<file path="config.mk">
export PLATFORM = sky130hd
export DESIGN_NAME = banked_register_file_mode_unit
export DESIGN_NICKNAME = d
export VERILOG_FILES = /design/src/hw/rtl/brfmu_pkg.sv /design/src/hw/rtl/brfmu_ctrl.sv /design/src/hw/rtl/brfmu_dpath.sv /design/src/hw/rtl/banked_register_file_mode_unit.sv
export SDC_FILE = /design/constraint.sdc
export NUM_CORES = 2
export LEC_CHECK = 0
export ABC_CLOCK_PERIOD_IN_PS = 11700
export CAP_MARGIN = 5
export CORE_ASPECT_RATIO = 1.5
export CORE_MARGIN = 2
export CORE_UTILIZATION = 55
export DETAILED_ROUTE_END_ITERATION = 7
export DONT_BUFFER_PORTS = 1
export HOLD_SLACK_MARGIN = 0.12
export PLACE_DENSITY = 0.7
export SYNTH_ARGS = -nofsm -noshare
export SYNTH_HDL_FRONTEND = slang
export SYNTH_SLANG_ARGS = --single-unit
export TNS_END_PERCENT = 10
</file>
<file path="constraint.sdc">
create_clock -name clk_i -period 11.7 [get_ports clk_i]
set_input_delay 0.585 -clock clk_i [delete_from_list [all_inputs] [get_ports clk_i]]
set_output_delay 0.585 -clock clk_i [all_outputs]
set_load 0.005 [all_outputs]
</file>
<file path="src/hw/rtl/brfmu_pkg.sv">
// ----------------------------------------------------------------------------
// brfmu_pkg
// Shared types, codes and the helper function of the banked register file unit.
// ----------------------------------------------------------------------------
`default_nettype none
package brfmu_pkg;

  typedef enum logic [2:0] {
    FN_RD_USR  = 3'd0,
    FN_WR_USR  = 3'd1,
    FN_WR_CPSR = 3'd2,
    FN_RD_SPSR = 3'd3,
    FN_WR_SPSR = 3'd4,
    FN_EXC     = 3'd5,
    FN_RET     = 3'd6,
    FN_NZCV    = 3'd7
  } func_e;

  typedef enum logic [2:0] {
    ERR_OK    = 3'd0,
    ERR_MODE  = 3'd1,
    ERR_SPSR  = 3'd2,
    ERR_STATE = 3'd3,
    ERR_ENDN  = 3'd4,
    ERR_THUMB = 3'd5
  } err_e;

  typedef enum logic [1:0] {
    CFG_CTRL  = 2'd0,
    CFG_LEVEL = 2'd1,
    CFG_THUMB = 2'd2
  } cfg_e;

  typedef enum logic [1:0] {
    ST_IDLE,
    ST_EXEC,
    ST_OUT
  } state_e;

  localparam logic [4:0]  MODE_USR = 5'h10;
  localparam logic [4:0]  MODE_FIQ = 5'h11;
  localparam logic [4:0]  MODE_IRQ = 5'h12;
  localparam logic [4:0]  MODE_SVC = 5'h13;
  localparam logic [4:0]  MODE_ABT = 5'h17;
  localparam logic [4:0]  MODE_UND = 5'h1B;
  localparam logic [4:0]  MODE_SYS = 5'h1F;
  localparam logic [31:0] CPSR_RESET = 32'h0000_01D3;
  localparam logic [31:0] IT_BITS = 32'h0600_FC00;
  localparam logic [31:0] RET_MASK = 32'hFF0F_FFFF;
  localparam logic [31:0] HIVEC_BASE = 32'hFFFF_0000;
  localparam int BIT_T = 5;
  localparam int BIT_F = 6;
  localparam int BIT_I = 7;
  localparam int BIT_A = 8;
  localparam int BIT_E = 9;
  localparam int BIT_J = 24;

  // bank 0..5; valid flag clear for unknown modes
  typedef struct packed {
    logic       ok;
    logic [2:0] idx;
  } bank_t;

  // command from controller to datapath
  typedef struct packed {
    logic load;
    logic exec;
  } cmd_t;

  function automatic bank_t bank_of(input logic [4:0] m);
    bank_t b;
    b.ok = 1'b1;
    case (m)
      MODE_USR, MODE_SYS: b.idx = 3'd0;
      MODE_FIQ: b.idx = 3'd1;
      MODE_IRQ: b.idx = 3'd2;
      MODE_SVC: b.idx = 3'd3;
      MODE_ABT: b.idx = 3'd4;
      MODE_UND: b.idx = 3'd5;
      default: begin
        b.ok  = 1'b0;
        b.idx = 3'd0;
      end
    endcase
    return b;
  endfunction

endpackage
`default_nettype wire

</file>
<file path="src/hw/rtl/brfmu_ctrl.sv">
// ----------------------------------------------------------------------------
// brfmu_ctrl
// Handshake controller: capture, execute, present result.
// ----------------------------------------------------------------------------
`default_nettype none
module brfmu_ctrl (
  input  wire  clk_i,
  input  wire  rst_ni,
  input  wire  in_valid_i,
  input  wire  out_stall_i,
  output logic in_stall_o,
  output logic out_valid_o,
  output brfmu_pkg::cmd_t cmd_o
);

  brfmu_pkg::state_e state_q, state_d;

  always_ff @(posedge clk_i or negedge rst_ni) begin
    if (!rst_ni) begin
      state_q <= brfmu_pkg::ST_IDLE;
    end else begin
      state_q <= state_d;
    end
  end

  always_comb begin
    state_d = state_q;
    case (state_q)
      brfmu_pkg::ST_IDLE: if (in_valid_i) state_d = brfmu_pkg::ST_EXEC;
      brfmu_pkg::ST_EXEC: state_d = brfmu_pkg::ST_OUT;
      brfmu_pkg::ST_OUT: begin
        if (!out_stall_i) begin
          state_d = in_valid_i ? brfmu_pkg::ST_EXEC : brfmu_pkg::ST_IDLE;
        end
      end
      default: state_d = brfmu_pkg::ST_IDLE;
    endcase
  end

  always_comb begin
    in_stall_o  = 1'b1;
    out_valid_o = 1'b0;
    cmd_o       = '0;
    case (state_q)
      brfmu_pkg::ST_IDLE: begin
        in_stall_o = 1'b0;
        cmd_o.load = in_valid_i;
      end
      brfmu_pkg::ST_EXEC: cmd_o.exec = 1'b1;
      brfmu_pkg::ST_OUT: begin
        out_valid_o = 1'b1;
        in_stall_o  = out_stall_i;
        cmd_o.load  = in_valid_i && !out_stall_i;
      end
      default: ;
    endcase
  end

  a_out_after_exec: assert property (@(posedge clk_i) disable iff (!rst_ni)
    cmd_o.exec |=> out_valid_o) else $error("result not presented after execute");
  a_no_exec_out: assert property (@(posedge clk_i) disable iff (!rst_ni)
    !(cmd_o.exec && out_valid_o)) else $error("execute while result held");
  a_load_exec: assert property (@(posedge clk_i) disable iff (!rst_ni)
    cmd_o.load |=> cmd_o.exec) else $error("loaded item not executed");

endmodule
`default_nettype wire

</file>
<file path="src/hw/rtl/brfmu_dpath.sv">
// ----------------------------------------------------------------------------
// brfmu_dpath
// Register banks, status words and the per-operation update logic.
// ----------------------------------------------------------------------------
`default_nettype none
module brfmu_dpath (
  input  wire         clk_i,
  input  wire         rst_ni,
  input  brfmu_pkg::cmd_t cmd_i,
  input  wire         cfg_we_i,
  input  wire  [1:0]  cfg_index_i,
  input  wire  [31:0] cfg_data_i,
  input  wire  [2:0]  func_i,
  input  wire  [3:0]  reg_index_i,
  input  wire  [31:0] data_i,
  input  wire  [31:0] user_mask_i,
  input  wire  [31:0] priv_mask_i,
  input  wire  [31:0] state_bits_mask_i,
  input  wire  [31:0] spsr_mask_i,
  input  wire  [2:0]  exc_kind_i,
  output logic [31:0] read_data_o,
  output logic [31:0] status_word_o,
  output logic [31:0] target_pc_o,
  output logic [2:0]  error_code_o
);

  logic [31:0] ctrl_q;
  logic [1:0]  level_q;
  logic        thumb_q;

  logic [31:0] live_q [16];
  logic [31:0] sp_q [6];
  logic [31:0] lr_q [6];
  logic [31:0] fsh_q [5];
  logic [31:0] spsr_q [5];
  logic [31:0] cpsr_q;

  // captured item
  logic [2:0]  func_q, kind_q;
  logic [3:0]  reg_q;
  logic [31:0] data_q, umask_q, pmask_q, smask_q, spmask_q;

  logic [31:0] rd_q, pc_q;
  logic [2:0]  err_q;

  always_ff @(posedge clk_i or negedge rst_ni) begin
    if (!rst_ni) begin
      ctrl_q  <= '0;
      level_q <= 2'd2;
      thumb_q <= 1'b1;
    end else if (cfg_we_i) begin
      case (cfg_index_i)
        brfmu_pkg::CFG_CTRL:  ctrl_q  <= cfg_data_i;
        brfmu_pkg::CFG_LEVEL: level_q <= cfg_data_i[1:0];
        brfmu_pkg::CFG_THUMB: thumb_q <= cfg_data_i[0];
        default: ;
      endcase
    end
  end

  always_ff @(posedge clk_i) begin
    if (cmd_i.load) begin
      func_q   <= func_i;
      reg_q    <= reg_index_i;
      data_q   <= data_i;
      umask_q  <= user_mask_i;
      pmask_q  <= priv_mask_i;
      smask_q  <= state_bits_mask_i;
      spmask_q <= spsr_mask_i;
      kind_q   <= exc_kind_i;
    end
  end

  // ---- execute logic ----
  logic [4:0]      mode;
  brfmu_pkg::bank_t cb;
  logic            in_fiq, has_spsr;
  logic [2:0]      sidx;

  logic [31:0] n_live [16];
  logic [31:0] n_sp [6];
  logic [31:0] n_lr [6];
  logic [31:0] n_fsh [5];
  logic [31:0] n_spsr [5];
  logic [31:0] n_cpsr, rd, pc, m, w, lr, src, vec;
  logic [2:0]  err;
  logic        do_status;
  logic [4:0]  tm, newm;
  logic [31:0] voff;
  brfmu_pkg::bank_t ob, nb, wb, tb;
  logic [2:0]  ri;
  logic        fiq_reg;

  always_comb begin
    mode     = cpsr_q[4:0];
    cb       = brfmu_pkg::bank_of(mode);
    in_fiq   = (mode == brfmu_pkg::MODE_FIQ);
    has_spsr = cb.ok && (cb.idx != 3'd0);
    sidx     = cb.idx - 3'd1;
    n_live = live_q;
    n_sp   = sp_q;
    n_lr   = lr_q;
    n_fsh  = fsh_q;
    n_spsr = spsr_q;
    n_cpsr = cpsr_q;
    rd = '0;
    pc = '0;
    err = brfmu_pkg::ERR_OK;
    m = '0;
    w = '0;
    lr = '0;
    src = '0;
    vec = '0;
    voff = '0;
    tm = brfmu_pkg::MODE_UND;
    newm = mode;
    do_status = 1'b0;
    fiq_reg = (reg_q >= 4'd8) && (reg_q <= 4'd12) && in_fiq;
    ri = 3'(reg_q - 4'd8);
    case (brfmu_pkg::func_e'(func_q))
      brfmu_pkg::FN_RD_USR: begin
        if (fiq_reg) rd = fsh_q[ri];
        else if (reg_q == 4'd13) rd = (cb.idx == 3'd0 && cb.ok) ? live_q[13] : sp_q[0];
        else if (reg_q == 4'd14) rd = (cb.idx == 3'd0 && cb.ok) ? live_q[14] : lr_q[0];
        else rd = live_q[reg_q];
      end
      brfmu_pkg::FN_WR_USR: begin
        if (fiq_reg) n_fsh[ri] = data_q;
        else if (reg_q == 4'd13) begin
          if (cb.idx == 3'd0 && cb.ok) n_live[13] = data_q;
          else n_sp[0] = data_q;
        end else if (reg_q == 4'd14) begin
          if (cb.idx == 3'd0 && cb.ok) n_live[14] = data_q;
          else n_lr[0] = data_q;
        end else n_live[reg_q] = data_q;
      end
      brfmu_pkg::FN_WR_CPSR: begin
        if ((mode != brfmu_pkg::MODE_USR) && ((data_q & smask_q) != '0)) begin
          err = brfmu_pkg::ERR_STATE;
        end else begin
          m = (mode != brfmu_pkg::MODE_USR) ? pmask_q : umask_q;
          if (ctrl_q[27] && data_q[brfmu_pkg::BIT_F]) m[brfmu_pkg::BIT_F] = 1'b0;
          w = (cpsr_q & ~m) | (data_q & m);
          do_status = 1'b1;
        end
      end
      brfmu_pkg::FN_RD_SPSR: begin
        if (!has_spsr) err = brfmu_pkg::ERR_SPSR;
        else rd = spsr_q[sidx];
      end
      brfmu_pkg::FN_WR_SPSR: begin
        if (!has_spsr) err = brfmu_pkg::ERR_SPSR;
        else n_spsr[sidx] = (spsr_q[sidx] & ~spmask_q) | (data_q & spmask_q);
      end
      brfmu_pkg::FN_EXC: begin
        if (kind_q > 3'd4) begin
          err = brfmu_pkg::ERR_MODE;
        end else begin
          case (kind_q)
            3'd0: begin tm = brfmu_pkg::MODE_UND; voff = 32'd4;  end
            3'd1: begin tm = brfmu_pkg::MODE_SVC; voff = 32'd8;  end
            3'd2: begin tm = brfmu_pkg::MODE_ABT; voff = 32'd12; end
            3'd3: begin tm = brfmu_pkg::MODE_IRQ; voff = 32'd24; end
            default: begin tm = brfmu_pkg::MODE_ABT; voff = 32'd16; end
          endcase
          if (cpsr_q[brfmu_pkg::BIT_T]) begin
            lr = data_q + 32'd4 + ((kind_q == 3'd4) ? 32'd4 : 32'd0)
                 - ((kind_q < 3'd2) ? 32'd2 : 32'd0);
          end else begin
            lr = data_q + 32'd8 - ((kind_q == 3'd4) ? 32'd0 : 32'd4);
          end
          newm = tm;
          n_cpsr = {cpsr_q[31:5], tm};
          n_cpsr[brfmu_pkg::BIT_I] = 1'b1;
          n_cpsr = n_cpsr & ~(brfmu_pkg::IT_BITS | (32'd1 << brfmu_pkg::BIT_J)
                   | (32'd1 << brfmu_pkg::BIT_T) | (32'd1 << brfmu_pkg::BIT_E));
          if (kind_q >= 3'd2) n_cpsr[brfmu_pkg::BIT_A] = 1'b1;
          if (level_q >= 2'd2 && ctrl_q[30]) n_cpsr[brfmu_pkg::BIT_T] = 1'b1;
          if (level_q >= 2'd1 && ctrl_q[25]) n_cpsr[brfmu_pkg::BIT_E] = 1'b1;
          vec = ctrl_q[13] ? brfmu_pkg::HIVEC_BASE : 32'd0;
          pc  = vec + voff;
        end
      end
      brfmu_pkg::FN_RET: begin
        if (!has_spsr) begin
          err = brfmu_pkg::ERR_SPSR;
        end else begin
          src = spsr_q[sidx];
          w = src;
          if (level_q >= 2'd2) begin
            m = brfmu_pkg::RET_MASK;
            if (ctrl_q[27] && src[brfmu_pkg::BIT_F]) m[brfmu_pkg::BIT_F] = 1'b0;
            w = (cpsr_q & ~m) | (src & m);
          end
          do_status = 1'b1;
          pc = w[brfmu_pkg::BIT_T] ? {data_q[31:1], 1'b0} : {data_q[31:2], 2'b00};
        end
      end
      default: n_cpsr = {data_q[31:28], cpsr_q[27:0]};
    endcase

    wb = brfmu_pkg::bank_of(w[4:0]);
    tb = brfmu_pkg::bank_of(tm);

    if (do_status) begin
      if (w[brfmu_pkg::BIT_E]) err = brfmu_pkg::ERR_ENDN;
      else if (w[brfmu_pkg::BIT_T] && !thumb_q) err = brfmu_pkg::ERR_THUMB;
      else if (!wb.ok) err = brfmu_pkg::ERR_MODE;
      else begin
        n_cpsr = w;
        newm = w[4:0];
      end
    end

    // bank switch from the old mode to the new one
    ob = cb;
    nb = brfmu_pkg::bank_of(newm);
    if (err == brfmu_pkg::ERR_OK && ob.ok && nb.ok && ob.idx != nb.idx) begin
      n_sp[ob.idx] = n_live[13];
      n_live[13]   = sp_q[nb.idx];
      n_lr[ob.idx] = n_live[14];
      n_live[14]   = lr_q[nb.idx];
      if ((ob.idx == 3'd1) != (nb.idx == 3'd1)) begin
        for (int i = 0; i < 5; i++) begin
          n_live[8+i] = fsh_q[i];
          n_fsh[i]    = live_q[8+i];
        end
      end
    end

    if (func_q == brfmu_pkg::FN_EXC && err == brfmu_pkg::ERR_OK) begin
      n_spsr[3'(tb.idx - 3'd1)] = cpsr_q;
      n_live[14] = lr;
      n_live[15] = pc;
    end

    if (err != brfmu_pkg::ERR_OK) begin
      rd = '0;
      pc = '0;
    end
  end

  always_ff @(posedge clk_i or negedge rst_ni) begin
    if (!rst_ni) begin
      for (int i = 0; i < 16; i++) live_q[i] <= '0;
      for (int i = 0; i < 6; i++) begin
        sp_q[i] <= '0;
        lr_q[i] <= '0;
      end
      for (int i = 0; i < 5; i++) begin
        fsh_q[i]  <= '0;
        spsr_q[i] <= '0;
      end
      cpsr_q <= brfmu_pkg::CPSR_RESET;
    end else if (cmd_i.exec && err == brfmu_pkg::ERR_OK) begin
      live_q <= n_live;
      sp_q   <= n_sp;
      lr_q   <= n_lr;
      fsh_q  <= n_fsh;
      spsr_q <= n_spsr;
      cpsr_q <= n_cpsr;
    end
  end

  always_ff @(posedge clk_i) begin
    if (cmd_i.exec) begin
      rd_q  <= rd;
      pc_q  <= pc;
      err_q <= err;
    end
  end

  assign read_data_o   = rd_q;
  assign status_word_o = cpsr_q;
  assign target_pc_o   = pc_q;
  assign error_code_o  = err_q;

  a_err_keeps_state: assert property (@(posedge clk_i) disable iff (!rst_ni)
    (cmd_i.exec && err != brfmu_pkg::ERR_OK) |=> $stable(cpsr_q))
    else $error("status changed on error");
  a_err_zero: assert property (@(posedge clk_i) disable iff (!rst_ni)
    (cmd_i.exec && err != brfmu_pkg::ERR_OK) |=> (rd_q == '0 && pc_q == '0))
    else $error("error result not cleared");
  a_idle_stable: assert property (@(posedge clk_i) disable iff (!rst_ni)
    !cmd_i.exec |=> $stable(cpsr_q)) else $error("status changed while idle");

endmodule
`default_nettype wire

</file>
<file path="src/hw/rtl/banked_register_file_mode_unit.sv">
// Flow: an accepted item is captured, then executed; the result is registered and held
// until taken. A new item is taken only while idle or while the last result is handed
// over without a stall; the single execute step of the controller is never overlapped.
// Reset: asynchronous active low; the banked registers clear to zero, status word to
// supervisor mode with I, F and A set; configuration to its defaults.
// ----------------------------------------------------------------------------
// banked_register_file_mode_unit
// Banked register file with mode switching and exception entry and return.
// ----------------------------------------------------------------------------
`default_nettype none
module banked_register_file_mode_unit (
  input  wire         clk_i,
  input  wire         rst_ni,
  input  wire         in_valid_i,
  output logic        in_stall_o,
  input  wire  [2:0]  func_i,
  input  wire  [3:0]  reg_index_i,
  input  wire  [31:0] data_i,
  input  wire  [31:0] user_mask_i,
  input  wire  [31:0] priv_mask_i,
  input  wire  [31:0] state_bits_mask_i,
  input  wire  [31:0] spsr_mask_i,
  input  wire  [2:0]  exc_kind_i,
  output logic        out_valid_o,
  input  wire         out_stall_i,
  output logic [31:0] read_data_o,
  output logic [31:0] status_word_o,
  output logic [31:0] target_pc_o,
  output logic [2:0]  error_code_o,
  input  wire         cfg_valid_i,
  output logic        cfg_ready_o,
  input  wire  [1:0]  cfg_index_i,
  input  wire  [31:0] cfg_data_i
);

  brfmu_pkg::cmd_t cmd;

  assign cfg_ready_o = 1'b1;

  brfmu_ctrl u_ctrl (
    .clk_i       (clk_i),
    .rst_ni      (rst_ni),
    .in_valid_i  (in_valid_i),
    .out_stall_i (out_stall_i),
    .in_stall_o  (in_stall_o),
    .out_valid_o (out_valid_o),
    .cmd_o       (cmd)
  );

  brfmu_dpath u_dpath (
    .clk_i             (clk_i),
    .rst_ni            (rst_ni),
    .cmd_i             (cmd),
    .cfg_we_i          (cfg_valid_i),
    .cfg_index_i       (cfg_index_i),
    .cfg_data_i        (cfg_data_i),
    .func_i            (func_i),
    .reg_index_i       (reg_index_i),
    .data_i            (data_i),
    .user_mask_i       (user_mask_i),
    .priv_mask_i       (priv_mask_i),
    .state_bits_mask_i (state_bits_mask_i),
    .spsr_mask_i       (spsr_mask_i),
    .exc_kind_i        (exc_kind_i),
    .read_data_o       (read_data_o),
    .status_word_o     (status_word_o),
    .target_pc_o       (target_pc_o),
    .error_code_o      (error_code_o)
  );

endmodule
`default_nettype wire

</file>
==> metrics.md <==
| Metric | Value |
|---|---|
| Failing checks | DRC |
| Met1 usage | 0.473 |
| Post-synth top area cell | dfrtp_1 |
| Overall Global Routing Usage | 0.396 |
| Share of cells above drive strength 1 | 0.0999 |
| Path depth of the worst reg2reg path | 21 |
| Ys async rst share | 0.842 |
| Row cnt | 166 |
| Boundary pin count | about 310 |
| Register bit total from synthesis | 1493 |
| Vias in the first global route | 63729 |
| Die area | ~140000 um2 |
| Worst Clk Skew | 0.0339 ns |
| Synth Flop Type | dfrtp_1 |
| Initial DRC count | approximately 8700 |
| Maxcap violations | 0 |
| Antenna Nets Post-Route | 0 |
| Clock latency on the worst-skew pair | 0.83 ns |
| Most frequent cells in the layout | dfrtp_1 (1248), nand2_1 (1007), o21ai_0 (639), nor2_1 (628), a21oi_1 (603) |
| Synth area leaders | dfrtp_1 (41%), edfxtp_1 (9.4%), nand2_1 (5.0%), mux4_2 (4.8%), o21ai_0 (4.2%) |
| Mean Syn Cell Area | 9.94 um2 |
| R2r endpoint | u_dpath.fsh_q[155] |
| Post-placement cell area | 76900 um2 |
| Dpl hpwl | ~180000 um |
| First-pass GRT wire length | 414000 um |
| Area growth, synth to finish | 10.9% |
| Cts repair resizes | 0 |
| Cts bufs inserted | 146 |
| CP Buf/Inv Count | 7 |
| Final hold violations | 0 |
| Final Total Pwr | ~14 mW |
| Worst path cell trace | nor2b_1, nand3_2, buf_4, ha_2, buf_4, inv_2, buf_4, nand2_1, a211oi_1, o21ba_2, o211ai_1, nor4_1, a21oi_1, a211oi_4, buf_4, xnor2_2, o211ai_4, buf_12, buf_4, o22ai_1, a2bb2oi_1 |
| Vert. Die Dim | 458 um |
| Slew headroom | 0.0184 |
| Grt ovf | 0 |
| Crit path capture type | flop |
| Arr. time, crit path | 9.58 ns |
| Area of the core | ~140000 um2 |
| Top delay family on crit path | buffers and inverters |
| Wire per inst | about 30 um |
| PwrDens | approximately 170 nW/um2 |
| Most used cell along the critical path | buf_4 |
| P_leak | 34.9 nW |
| Worst Hold Class | primary input to asynchronous set/reset pin |
| Pre-antenna DRT Iters | 8 |
| Min Clock Period, post-route | 8.84 ns |
| Initial Util | 0.554 |
| Met2 Use GR | 0.608 |
| Max rail drop VDD | 0.000134 V |
| Port bufs | 0 |
| RSZ-0062 raised after global routing | no |
| Mapped cell area | 75400 um2 |
| Commonest non-fill, non-tap cell in the layout | dfrtp_1 |
| YS warnings | 0 |
| Final nets | 7706 |
| Grt peak-use layer | met2 |
| CTS Buffer Depth | 3 |
| Status | finished with violations |
| Via count | about 65000 |
| Worst Path Max Fanout | 151 |
| Post-route cell area | ~84000 um2 |
| Worst-margin pin slew | about 1.5 ns |
| DR DRC count | 1 |
| Clock-pin transition on the worst setup and hold timing paths | 0.07 ns |
| Die width | 306 um |
| Detailed Route WL | about 280000 um |
| Synth Instances | ~7600 |
| Postcts setup bufs | 0 |
| H-tree depth | 4 |
| CP peak stage delay | approximately 0.90 ns |
| EDFF count, synth | 236 |
| Syn Nets | 7897 |
| # setup viols final | 0 |
| Met3 Track Usage GR | 0.113 |
| Final Slew Violations | 0 |
| CTS Sinks | 1493 |
| Initial antenna violation count | 15 |
| CTS tree | yes |
| Seq/Total Area, Yosys | 0.511 |
| Number of library cell types mapped by synthesis | 94 |
| Synth top area share | 0.414 |
| Root Driver | clkbuf_16 |
| GP Congestion | 0.973 |
| Vias per cell | between 6 and 7 |
| Worst Hold Margin | 0.131 ns |
| Tcrit/Tclk final | 0.755 |
| Highest clock rate | 0.113 GHz |
| Worst setup path start | u_dpath.status_word_o[0] |
| Setup TNS | 0 ns |
| Worst Setup Start Kind | flop |
| Largest net degree at the start of global routing | 245 |
| R2R setup slack | 2.86 ns |
| WS Path Type | flop to flop |
| Worst R2R Start | u_dpath.status_word_o[0] |
| Worst EP required | roughly 12 ns |
| Critical path's slowest cell | dfstp_2 |
==> worst max path at each step <==
stage	endpoint	slack (ns)	depth (start not counted)
detailed placement	u_dpath.live_q[245]	3.22	21
CTS	u_dpath.live_q[239]	3.20	21
global route	u_dpath.live_q[240]	2.60	21
floorplan	u_dpath.data_q[0]	3.15	2
finish	u_dpath.fsh_q[155]	2.86	21
global placement	u_dpath.live_q[115]	3.31	21
==> cells by family after synthesis <==
group,after synthesis,share of synthesized area
compound gates,2552,0.215
simple gates,2098,0.117
mux,431,0.0847
buf+inv,852,0.0451
xor+xnor,63,0.00751
flops,1493,0.511
other cells,2,0.0000996
fa+ha+maj,99,0.0191
==> layer usage <==
layer	share of wire	up-vias
met5	0.00029	-
met4	0.088	12
met3	0.12	1168
met2	0.45	4524
met1	0.34	31794
li1	-	27474
==> layout make-up <==
| cell class | instances | area (um2) |
|---|---|---|
| inverter | 132 | 495 |
| multi-input combinational | 5245 | 33900 |
| tap | 1764 | 2210 |
| clock inverter | 68 | 786 |
| antenna | 11 | 27.5 |
| fill | 11035 | 52600 |
| timing repair buffer | 381 | 3530 |
| clock buffer | 199 | 4170 |
| sequential | 1493 | 38600 |
==> synth_stat cells, types with 26 or more instances <==
cell,count
and2_1,26
o211ai_1,55
buf_4,28
inv_1,129
nand2_1,1011
a32o_1,26
mux2_2,49
a21oi_1,617
ha_1,71
edfxtp_1,236
a221oi_1,35
buf_2,70
clkbuf_1,560
o21ai_0,640
a31oi_1,107
buf_1,60
mux4_2,161
a221o_1,128
and3_1,61
nand3_1,116
o22ai_1,463
dfrtp_1,1249
a2bb2oi_1,226
a32oi_1,46
nor3_1,64
xnor2_1,40
nor4_1,48
mux2i_1,221
a22oi_1,49
fa_1,27
nor2_1,639
==> state kept, by name, summed over array words and instances, names as in the netlist, 160 cells and up <==
register        count
u_dpath.fsh_q     160
u_dpath.live_q    512
u_dpath.lr_q      192
u_dpath.sp_q      192
u_dpath.spsr_q    160
==> stage by stage <==
| stage | instances | utilization | worst slack (ns) |
|---|---|---|---|
| 6_report | 9293 | 0.614 | 2.86 |
| 2_1_floorplan | 7590 | - | 3.15 |
| 4_1_cts | 9282 | 0.614 | 3.20 |
| 3_3_place_gp | 8832 | 0.564 | 3.31 |
| 5_1_grt | 9283 | 0.614 | 2.60 |
| 3_5_place_dp | 8833 | 0.564 | 3.22 |
==> report_power, final <==
group | switching, mW | internal, mW | total [mW]
registers | 0.422 | 5.71 | 6.14
clock network | 2.15 | 2.80 | 4.95
logic | 2.15 | 0.986 | 3.14
total | 4.72 | 9.50 | 14.2
==> repair_timing <==
| action | 4_1_cts | 5_1_grt |
|---|---|---|
| endpoints found under the setup margin | 0 | 0 |
| hold buffers | 182 | 0 |
| endpoints found under the hold margin | 374 | 0 |
Note: power is estimated with default switching activity, not from simulation.
